`src/sil_pkg.sv`:
```
// shared constants, codes and types of the sorted insert list
package sil_pkg;

	localparam int CAPACITY    = 16;
	localparam int MAX_RESULTS = 16;
	localparam int IDX_W       = $clog2(CAPACITY);
	localparam int CNT_W       = $clog2(CAPACITY + 1);
	localparam int POS_W       = 4;
	localparam int VAL_W       = 8;
	localparam int ADDR_W      = 3;

	localparam logic [1:0] MODE_APPEND = 2'd0;
	localparam logic [1:0] MODE_ASC    = 2'd1;
	localparam logic [1:0] MODE_DESC   = 2'd2;

	localparam logic CMD_INSERT  = 1'b0;
	localparam logic CMD_DUMP    = 1'b1;
	localparam logic KIND_STATUS = 1'b0;
	localparam logic KIND_ELEM   = 1'b1;

	localparam logic REG_ORDER_MODE = 1'b0;

	typedef logic signed [VAL_W-1:0] val_t;

	typedef struct packed {
		logic       insert;
		logic       dump_shift;
		logic [1:0] mode;
		val_t       value;
	} sil_ctl_t;

endpackage

```
`src/sil_cell.sv`:
```
// one list cell: holds an entry, compares against the new value and shifts
module sil_cell import sil_pkg::*; (
	input  logic     clk,
	input  sil_ctl_t ctl,
	input  logic     occupied,
	input  logic     is_tail,
	input  logic     pass_in,
	input  val_t     left_val,
	input  val_t     right_val,
	input  val_t     wrap_val,
	output logic     pass_out,
	output logic     ins_here,
	output val_t     val_out
);

	val_t entry_q;
	logic beyond;
	logic go_on;

	always_comb begin
		case (ctl.mode)
			MODE_ASC:  beyond = ctl.value > entry_q;
			MODE_DESC: beyond = ctl.value < entry_q;
			default:   beyond = 1'b1;
		endcase
		go_on    = occupied & beyond;
		pass_out = pass_in & go_on;
		ins_here = pass_in & ~go_on;
	end

	always_ff @(posedge clk) begin
		if (ctl.insert) begin
			if (ins_here)
				entry_q <= ctl.value;
			else if (!pass_in)
				entry_q <= left_val;
		end else if (ctl.dump_shift) begin
			// rotate toward the head; the tail wraps the head back in
			entry_q <= is_tail ? wrap_val : right_val;
		end
	end

	assign val_out = entry_q;

endmodule

```
`src/sorted_insert_list.sv`:
```
// sorted insert list top: cell chain, request sequencing, apb register
// insert: accepted when idle and the output register is free; result next cycle
// dump of n entries: the chain rotates one place per cycle past cell 0 while the output register is free
// throughput: one insert per cycle while the output register is free; a dump blocks new requests until it completes
// empty dump and full insert give one result
// reset clears state, fill count, dump counter, order mode and output valid; entries are not cleared
module sorted_insert_list import sil_pkg::*; (
	input  logic              clk,
	input  logic              arst_n,
	input  logic              s_tvalid,
	output logic              s_tready,
	input  logic [7:0]        s_tdata,  // [7:0] value
	input  logic              s_tuser,  // [0] command
	output logic              m_tvalid,
	input  logic              m_tready,
	output logic [15:0]       m_tdata,  // [0] ok, [8:1] element, [12:9] position, zero pad
	output logic              m_tuser,  // [0] kind
	output logic              m_tlast,  // last
	input  logic              psel,
	input  logic              penable,
	input  logic              pwrite,
	input  logic [ADDR_W-1:0] paddr,
	input  logic [31:0]       pwdata,
	output logic [31:0]       prdata,
	output logic              pready
);

	localparam logic ST_IDLE = 1'b0;
	localparam logic ST_DUMP = 1'b1;

	logic             state_q;
	logic [CNT_W-1:0] fill_q;
	logic [CNT_W-1:0] cnt_q;
	logic [1:0]       mode_q;

	logic             out_valid_q;
	logic             out_kind_q;
	logic             out_ok_q;
	val_t             out_elem_q;
	logic [POS_W-1:0] out_pos_q;
	logic             out_last_q;

	sil_ctl_t         ctl;
	logic [CAPACITY:0] pass;
	logic [CAPACITY-1:0] ins;
	val_t             vals [CAPACITY];
	logic [IDX_W-1:0] ins_idx;

	logic             slot_free;
	logic             accept;
	logic             full;
	logic             emit;
	logic             step;
	logic             out_load;
	logic [CNT_W-1:0] lim;

	// apb register
	assign pready = 1'b1;
	assign prdata = (paddr[2] == REG_ORDER_MODE) ? {30'd0, mode_q} : 32'd0;

	always_ff @(posedge clk or negedge arst_n) begin
		if (!arst_n) begin
			mode_q <= MODE_APPEND;
		end else if (psel && penable && pwrite && pready && paddr[2] == REG_ORDER_MODE) begin
			mode_q <= pwdata[1:0];
		end
	end

	// handshake and sequencing
	assign slot_free = !out_valid_q || m_tready;
	assign s_tready  = (state_q == ST_IDLE) && slot_free;
	assign accept    = s_tvalid && s_tready;
	assign full      = fill_q == CNT_W'(CAPACITY);

	always_comb begin
		if (32'(fill_q) > 32'(MAX_RESULTS))
			lim = CNT_W'(MAX_RESULTS);
		else
			lim = fill_q;
	end

	// entries past the result limit still rotate so the list comes back intact
	assign emit = cnt_q < lim;
	assign step = (state_q == ST_DUMP) && (!emit || slot_free);

	// a result is loaded for every insert, an empty dump and each emitted dump entry
	assign out_load = (accept && (s_tuser == CMD_INSERT || fill_q == '0)) || (step && emit);

	assign ctl.insert     = accept && s_tuser == CMD_INSERT && !full;
	assign ctl.dump_shift = step;
	assign ctl.mode       = mode_q;
	assign ctl.value      = val_t'(s_tdata);

	// cell chain
	assign pass[0] = 1'b1;

	for (genvar i = 0; i < CAPACITY; i++) begin : g_cell
		sil_cell u_cell (
			.clk      (clk),
			.ctl      (ctl),
			.occupied (fill_q > CNT_W'(i)),
			.is_tail  (fill_q == CNT_W'(i + 1)),
			.pass_in  (pass[i]),
			.left_val ((i == 0) ? ctl.value : vals[(i == 0) ? 0 : i - 1]),
			.right_val((i == CAPACITY - 1) ? vals[0] : vals[(i == CAPACITY - 1) ? 0 : i + 1]),
			.wrap_val (vals[0]),
			.pass_out (pass[i + 1]),
			.ins_here (ins[i]),
			.val_out  (vals[i])
		);
	end

	always_comb begin
		ins_idx = '0;
		for (int i = 0; i < CAPACITY; i++) begin
			if (ins[i])
				ins_idx = ins_idx | IDX_W'(i);
		end
	end

	always_ff @(posedge clk or negedge arst_n) begin
		if (!arst_n) begin
			state_q     <= ST_IDLE;
			fill_q      <= '0;
			cnt_q       <= '0;
			out_valid_q <= 1'b0;
		end else begin
			if (out_load)
				out_valid_q <= 1'b1;
			else if (m_tready)
				out_valid_q <= 1'b0;
			unique case (state_q)
				ST_IDLE: begin
					if (accept) begin
						if (s_tuser == CMD_INSERT) begin
							if (!full)
								fill_q <= fill_q + CNT_W'(1);
						end else if (fill_q != '0) begin
							state_q <= ST_DUMP;
							cnt_q   <= '0;
						end
					end
				end
				ST_DUMP: begin
					if (step) begin
						cnt_q <= cnt_q + CNT_W'(1);
						if (cnt_q == fill_q - CNT_W'(1))
							state_q <= ST_IDLE;
					end
				end
				default: state_q <= ST_IDLE;
			endcase
		end
	end

	// result payload
	always_ff @(posedge clk) begin
		if (accept) begin
			if (s_tuser == CMD_INSERT) begin
				out_kind_q <= KIND_STATUS;
				out_ok_q   <= !full;
				out_elem_q <= '0;
				out_pos_q  <= full ? '0 : POS_W'(ins_idx);
				out_last_q <= 1'b1;
			end else begin
				// dump request; only an empty dump loads this as a result
				out_kind_q <= KIND_ELEM;
				out_ok_q   <= 1'b0;
				out_elem_q <= '0;
				out_pos_q  <= '0;
				out_last_q <= 1'b1;
			end
		end else if (step && emit) begin
			out_kind_q <= KIND_ELEM;
			out_ok_q   <= 1'b1;
			out_elem_q <= vals[0];
			out_pos_q  <= POS_W'(cnt_q);
			out_last_q <= cnt_q == lim - CNT_W'(1);
		end
	end

	assign m_tvalid = out_valid_q;
	assign m_tdata  = {3'd0, out_pos_q, out_elem_q, out_ok_q};
	assign m_tuser  = out_kind_q;
	assign m_tlast  = out_last_q;

endmodule

```
`config.mk`:
```
export PLATFORM = sky130hd
export DESIGN_NAME = sorted_insert_list
export DESIGN_NICKNAME = d
export VERILOG_FILES = /design/src/sil_pkg.sv /design/src/sil_cell.sv /design/src/sorted_insert_list.sv
export SDC_FILE = /design/constraint.sdc
export NUM_CORES = 1
export LEC_CHECK = 0
export ABC_AREA = 1
export CELL_PAD_IN_SITES_DETAIL_PLACEMENT = 1
export CELL_PAD_IN_SITES_GLOBAL_PLACEMENT = 1
export CORE_MARGIN = 2
export CORE_UTILIZATION = 48
export CTS_CLUSTER_SIZE = 20
export DETAILED_ROUTE_END_ITERATION = 12
export DONT_BUFFER_PORTS = 1
export PLACE_DENSITY_LB_ADDON = 0.1
export SETUP_SLACK_MARGIN = 0.3
export SYNTH_ARGS = -nofsm -noshare
export SYNTH_HDL_FRONTEND = slang
export SYNTH_SLANG_ARGS = --single-unit
```
`constraint.sdc`:
```
create_clock -name clk -period 4.9 [get_ports clk]
set_clock_uncertainty 0.2 [all_clocks]
set_input_delay 0.98 -clock clk [delete_from_list [all_inputs] [get_ports clk]]
set_output_delay 0.98 -clock clk [all_outputs]
set_load 0.005 [all_outputs]
```
==> reports/metrics.cfg, run 1 <==
[run_status]
status = completed

[synthesis]
netlist_area_mm2 = 0.0138
syn_area_per_cell_um2 = 7.09
async_reset_ff_frac = 0.0892
ys.flop_type = edfxtp_1
synth-seq-cells = 157
netlist_instances = 1940
synth.top_cells.by_count = 567 x nand2_1, 271 x o21ai_0, 217 x inv_1, 142 x ha_1, 141 x a21oi_1
synth_warnings = 0
seq_area_frac_synth = 0.331
ys_types = 50
synth_top_area_share = 0.292
synth_edf_count = 134
synth_most_common_cell = nand2_1
synthTopCellsByArea = edfxtp_1 29%, nand2_1 15%, ha_1 13%
synth_area_leader_cell = edfxtp_1

[clocking]
cts.sinks = 157
post_cts_resized = 1
cts_made_buffers = 17
postCtsHoldBufs = 0
cts_tree = built
clock_latency_ns = 0.45
cts-root-buf = clkbuf_16
htreeDepth = 4
cts.path.max_buffers = 2
path_clk_slew_ns = 0.07
post_cts_buffers = 0

[critical_path]
cp_max_fo = 11
critPathSlowestCell = nand2_1
worstPathRequired_ns = 4.79
path_buf_inv = 3
max_stage_delay_ns = 0.36
path_class = primary input to flip-flop
path_common_cell = nand2_1
r2r_slack_ns = 0.73
worst_path_dominant_cell_family = simple AND/OR/NAND/NOR gates
arrival_ns = 4.12
crit_chain = clkinv_2, buf_4, ha_1, nor2_1, o21ai_0, a21o_1, nand2_1, nand2_1, nand2_1, o211ai_1, o211ai_1, nand2_1, inv_1, nand4_4, nor2_4, nand3_1, nor2_2, nand3_2, nand2_1, nand2_1, nand2_1
startpoint_type = primary input
cp-end-kind = flip-flop

[die]
start_util = 0.491
coreArea_mm2 = 0.0280
ios = 104
rows = 61
fp.dieArea_mm2 = 0.0300
fp.dieH_um = 173
fp.dieW_um = 173

[grt]
antenna_found_initial = 0
grt_overflow_total = 0
grt_pass1_vias = 13300
grt_pass1_wl_um = 81000
grt_start_max_net_pins = 208
track_usage = 0.354

[placement]
io_buffer_count = 0
place_inst = 2265
gp_congestion = 0.908
dpl.hpwl_um = 38000

[sta]
setup_violations = 0
hold_viol = 0
period_share = 0.863
rsz0062_at_grt = no
tightest_slew_ns = 1.06
fin_setup_tns_ns = 0
max_freq_ghz = 0.236
slew_violations = 0
finalCriticalPeriod_ns = 4.23
slew_headroom = 0.291

[drt]
ant_nets = 0
routed_via_density = 5.92
avgRoutedWirePerCell_um = 23.1
drt_first_pass_iters = 5
vias = 13600
drt-total-wl_um = 53000
remaining_drc_errors = 0
drtIter0Drc = 1371

[power]
p_per_area_mw_per_mm2 = 735
leakage_nw = 7.17
peakVddDrop_v = 0.000374

[worst_hold_path]
hp-class = primary input to async pin

[finish]
drive_above_1_share = 0.0558
utilization = 0.523
instances_no_fill = 2297
nNetsFinal = 2099
syn_to_final_growth_pct = 6.38
antennaDiodeCount = 0

[run]
drv_cap = 0

flip-flops by register name (all words and copies together), names as in the netlist:
register,flops
m_tlast,1
g_cell.u_cell.val_out,128
out_ok_q,1
out_pos_q,4
state_q,1
out_elem_q,8
cnt_q,5
mode_q,2
m_tvalid,1
fill_q,5
m_tuser,1
through the flow:
| stage | worst slack (ns) | total power [mW] | instance area [um^2] | hold WS (ns) |
|---|---|---|---|---|
| after floorplan | 0.457 | 6.98 | 13900 | 0.256 |
| after global placement | 0.356 | 8.87 | 14000 | 0.284 |
| after detailed placement | 0.253 | 9.18 | 14000 | 0.285 |
| after CTS | 0.604 | 10.6 | 14600 | 0.00945 |
| after global routing | 0.349 | 11.6 | 14600 | 0.00527 |
| final | 0.669 | 10.8 | 14600 | 0.0207 |
power breakdown:
part	internal, mW	switching (mW)
logic	1.87	4.27
registers	2.60	0.645
clock network	0.762	0.613
total	5.23	5.53
worst paths after layout:
check / start / endpoint / cells after the start
worst max register to register: fill_q[0]$_DFFE_PN0P_ / g_cell[7].u_cell.val_out[5]$_DFFE_PP_ / 16
min in group clk: out_elem_q[1]$_SDFFE_PP0P_ / out_elem_q[1]$_SDFFE_PP0P_ / 2
worst max-delay path: s_tdata[0] / g_cell[15].u_cell.val_out[7]$_DFFE_PP_ / 21
worst min register to register: out_elem_q[1]$_SDFFE_PP0P_ / out_elem_q[1]$_SDFFE_PP0P_ / 2
max in group asynchronous: arst_n / fill_q[2]$_DFFE_PN0P_ / 0
worst min-delay path: arst_n / cnt_q[4]$_DFFE_PN0P_ / 0
cell type report:
cell class | instances | area (um^2)
clock buffers | 20 | 479
clock inverters | 12 | 103
fillers | 3687 | 13400
inverters | 231 | 868
multi-input cells | 1460 | 7860
flip-flops and latches | 157 | 4550
well taps | 378 | 473
repair buffers | 39 | 305
cells by family (layout without fill, tap and decap cells):
group                    after synthesis  in the layout  share of synthesized area
multiplexers                           4              4                    0.00327
AO/OA/AOI/OAI                        461            461                      0.175
flip-flops                           157            157                      0.331
buffers and inverters                355            302                      0.108
AND/OR/NAND/NOR                      800            800                      0.241
other                                  2             34                   0.000546
adder cells (fa/ha/maj)              142            142                      0.129
XOR/XNOR                              19             19                     0.0121
layout by cell type, fill, tap and decap left out, drive strengths merged, types with 3 or more instances in the layout:
master | netlist | routed
o21a | 9 | 9
edfxtp | 134 | 134
clkinv | 5 | 11
o21ai | 286 | 286
xnor2 | 6 | 6
nand3b | 3 | 3
nor3 | 9 | 9
ha | 142 | 142
xor2 | 13 | 13
dfrtp | 14 | 14
nand2 | 569 | 569
buf | 50 | 39
clkbuf | 74 | 20
a21oi | 142 | 142
nor4 | 3 | 3
dfxtp | 9 | 9
a41oi | 4 | 4
inv | 226 | 231
nand3 | 87 | 87
nand4 | 15 | 15
o211ai | 7 | 7
conb | 2 | 34
nor2 | 110 | 110
mux2 | 4 | 4
routing by layer:
layer | global-route usage | share of wire | up-vias
li1 | - | - | 6315
met1 | 0.507 | 0.44 | 6548
met2 | 0.524 | 0.42 | 627
met3 | 0.0840 | 0.11 | 105
met4 | 0.118 | 0.033 | 0
met5 | 0 | 0 | -
No activity file was read; power rests on OpenSTA's default activity.
==> inputs of run 2 (changes only) <==
--- a/config.mk
+++ b/config.mk
@@ -17,4 +17,5 @@
 export SETUP_SLACK_MARGIN = 0.3
 export SYNTH_ARGS = -nofsm -noshare
 export SYNTH_HDL_FRONTEND = slang
+export SYNTH_HIERARCHICAL = 1
 export SYNTH_SLANG_ARGS = --single-unit
==> reports/metrics.cfg, run 2 <==
[grt]
grt_pass1_wl_um = 90800
grt_overflow_total = 0
grt_start_max_net_pins = 98
antenna_found_initial = 0
track_usage = 0.319
grt_pass1_vias = 16900

[power]
power.clock.fraction = 0.117
combPwrFrac = 0.601
seq_power_share = 0.282
leakage_nw = 10.3
switching_share = 0.520
report.power.total_mw = 11.9
p_int_mw = 5.72
p_per_area_mw_per_mm2 = 638
power.switching_mw = 6.19
peakVddDrop_v = 0.000304

[finish]
nNetsFinal = 2837
final_cell_mix = 547 x inv_1, 520 x nand2_1, 396 x nor2_1
fin_area_mm2 = 0.0187
drive_above_1_share = 0.115
instances_no_fill = 3088
utilization = 0.529
final_common_cell = inv_1
syn_to_final_growth_pct = 9.43
largest_register_ff_count = 128
antennaDiodeCount = 0

[clocking]
htreeDepth = 4
cts_tree = built
cts.sinks = 157
cts.path.max_buffers = 2
cts_made_buffers = 17
path_clk_slew_ns = 0.08
cts-root-buf = clkbuf_16
clock_latency_ns = 0.47

[critical_path]
path_class = primary input to flip-flop
max_stage_delay_ns = 0.27
startpoint_type = primary input
path_common_cell = nor2_4
worstPathRequired_ns = 4.88
cp_max_fo = 33
arrival_ns = 4.73
critPathSlowestCell = ha_4
cp-end-kind = flip-flop

[sta]
rsz0062_at_grt = yes
max_freq_ghz = 0.211
slew_violations = 0
slew_headroom = 0.263
fin_setup_tns_ns = 0
hold_viol = 0
setup_violations = 0
finalCriticalPeriod_ns = 4.75
period_share = 0.969
tightest_slew_ns = 1.10

[die]
rows = 69
coreArea_mm2 = 0.0353
ios = 104
start_util = 0.483
fp.dieH_um = 193
fp.dieArea_mm2 = 0.0371
fp.dieW_um = 193

[run_status]
status = completed

[drt]
routed_via_density = 5.44
ant_nets = 0
drtIter0Drc = 1210
drt_first_pass_iters = 5
drt-total-wl_um = 58400
vias = 16800
remaining_drc_errors = 0
avgRoutedWirePerCell_um = 18.9

[placement]
io_buffer_count = 0
place_inst = 3033
dpl.hpwl_um = 40900
placed_area_mm2 = 0.0177
gp_congestion = 0.852

[worst_hold_path]
hp-class = flip-flop to flip-flop

[synthesis]
syn_area_per_cell_um2 = 6.62
synth_warnings = 6
netlist_instances = 2576
netlist_area_mm2 = 0.0171

[run]
drv_cap = 0

## run 2: layout make-up
| class | count | area, um^2 |
|---|---|---|
| fill | 4765 | 16600 |
| multi-input combinational | 1774 | 9900 |
| sequential | 157 | 4560 |
| inverter | 572 | 2200 |
| timing repair buffer | 92 | 826 |
| tap | 461 | 577 |
| clock buffer | 17 | 425 |
| clock inverter | 15 | 174 |
## run 2: timing repair
action	CTS	global route
hold buffers	1	0
pin swaps	4	8
cloned	0	1
hold endpoints to repair	14	0
buffers inserted	12	9
gates resized for setup	14	38
endpoints found under the setup margin	35	92
## run 2: worst paths after layout
kind | end | slack, ns | start | depth (start not counted)
worst max-delay path | g_cell[15].u_cell/val_out[0]$_DFFE_PP_ | 0.15 | s_tdata[1] | 44
worst min-delay path | out_elem_q[3]$_SDFFE_PP0P_ | 0.35 | out_elem_q[3]$_SDFFE_PP0P_ | 4
worst max register to register | g_cell[15].u_cell/val_out[0]$_DFFE_PP_ | 0.20 | g_cell[0].u_cell/val_out[4]$_DFFE_PP_ | 43
worst min register to register | out_elem_q[3]$_SDFFE_PP0P_ | 0.35 | out_elem_q[3]$_SDFFE_PP0P_ | 4
max in group asynchronous | mode_q[0]$_DFFE_PN0P_ | 3.14 | arst_n | 1
min in group asynchronous | mode_q[0]$_DFFE_PN0P_ | 0.83 | arst_n | 1
## run 2: power by group through the flow
| stage | clock network (mW) | logic, mW | registers, mW |
|---|---|---|---|
| 2_1_floorplan | 0 | 4.96 | 3.10 |
| 3_3_place_gp | 0 | 6.54 | 3.35 |
| 3_5_place_dp | 0 | 6.95 | 3.36 |
| 4_1_cts | 1.40 | 7.05 | 3.34 |
| 5_1_grt | 1.45 | 8.13 | 3.43 |
| 6_report | 1.40 | 7.16 | 3.36 |
## run 2: stage by stage
step                setup WS [ns]  hold slack (ns)
global route              -0.0603            0.379
finish                      0.150            0.347
CTS                         0.210            0.347
detailed placement         -0.324            0.331
floorplan                   -2.32            0.262
global placement           -0.199            0.323
## run 2: per-layer routing
metal,up-vias,share of wire,track usage
met5,-,0,0
met4,0,0.031,0.106
met3,119,0.042,0.0324
met2,413,0.51,0.583
met1,8250,0.42,0.389
li1,8018,-,-
## run 2: critical path: cells and delay by family
kind	cells	cell delay [ns]
buf+inv	15	0.73
compound gates	1	0.17
simple gates	27	2.53
fa+ha+maj	1	0.27
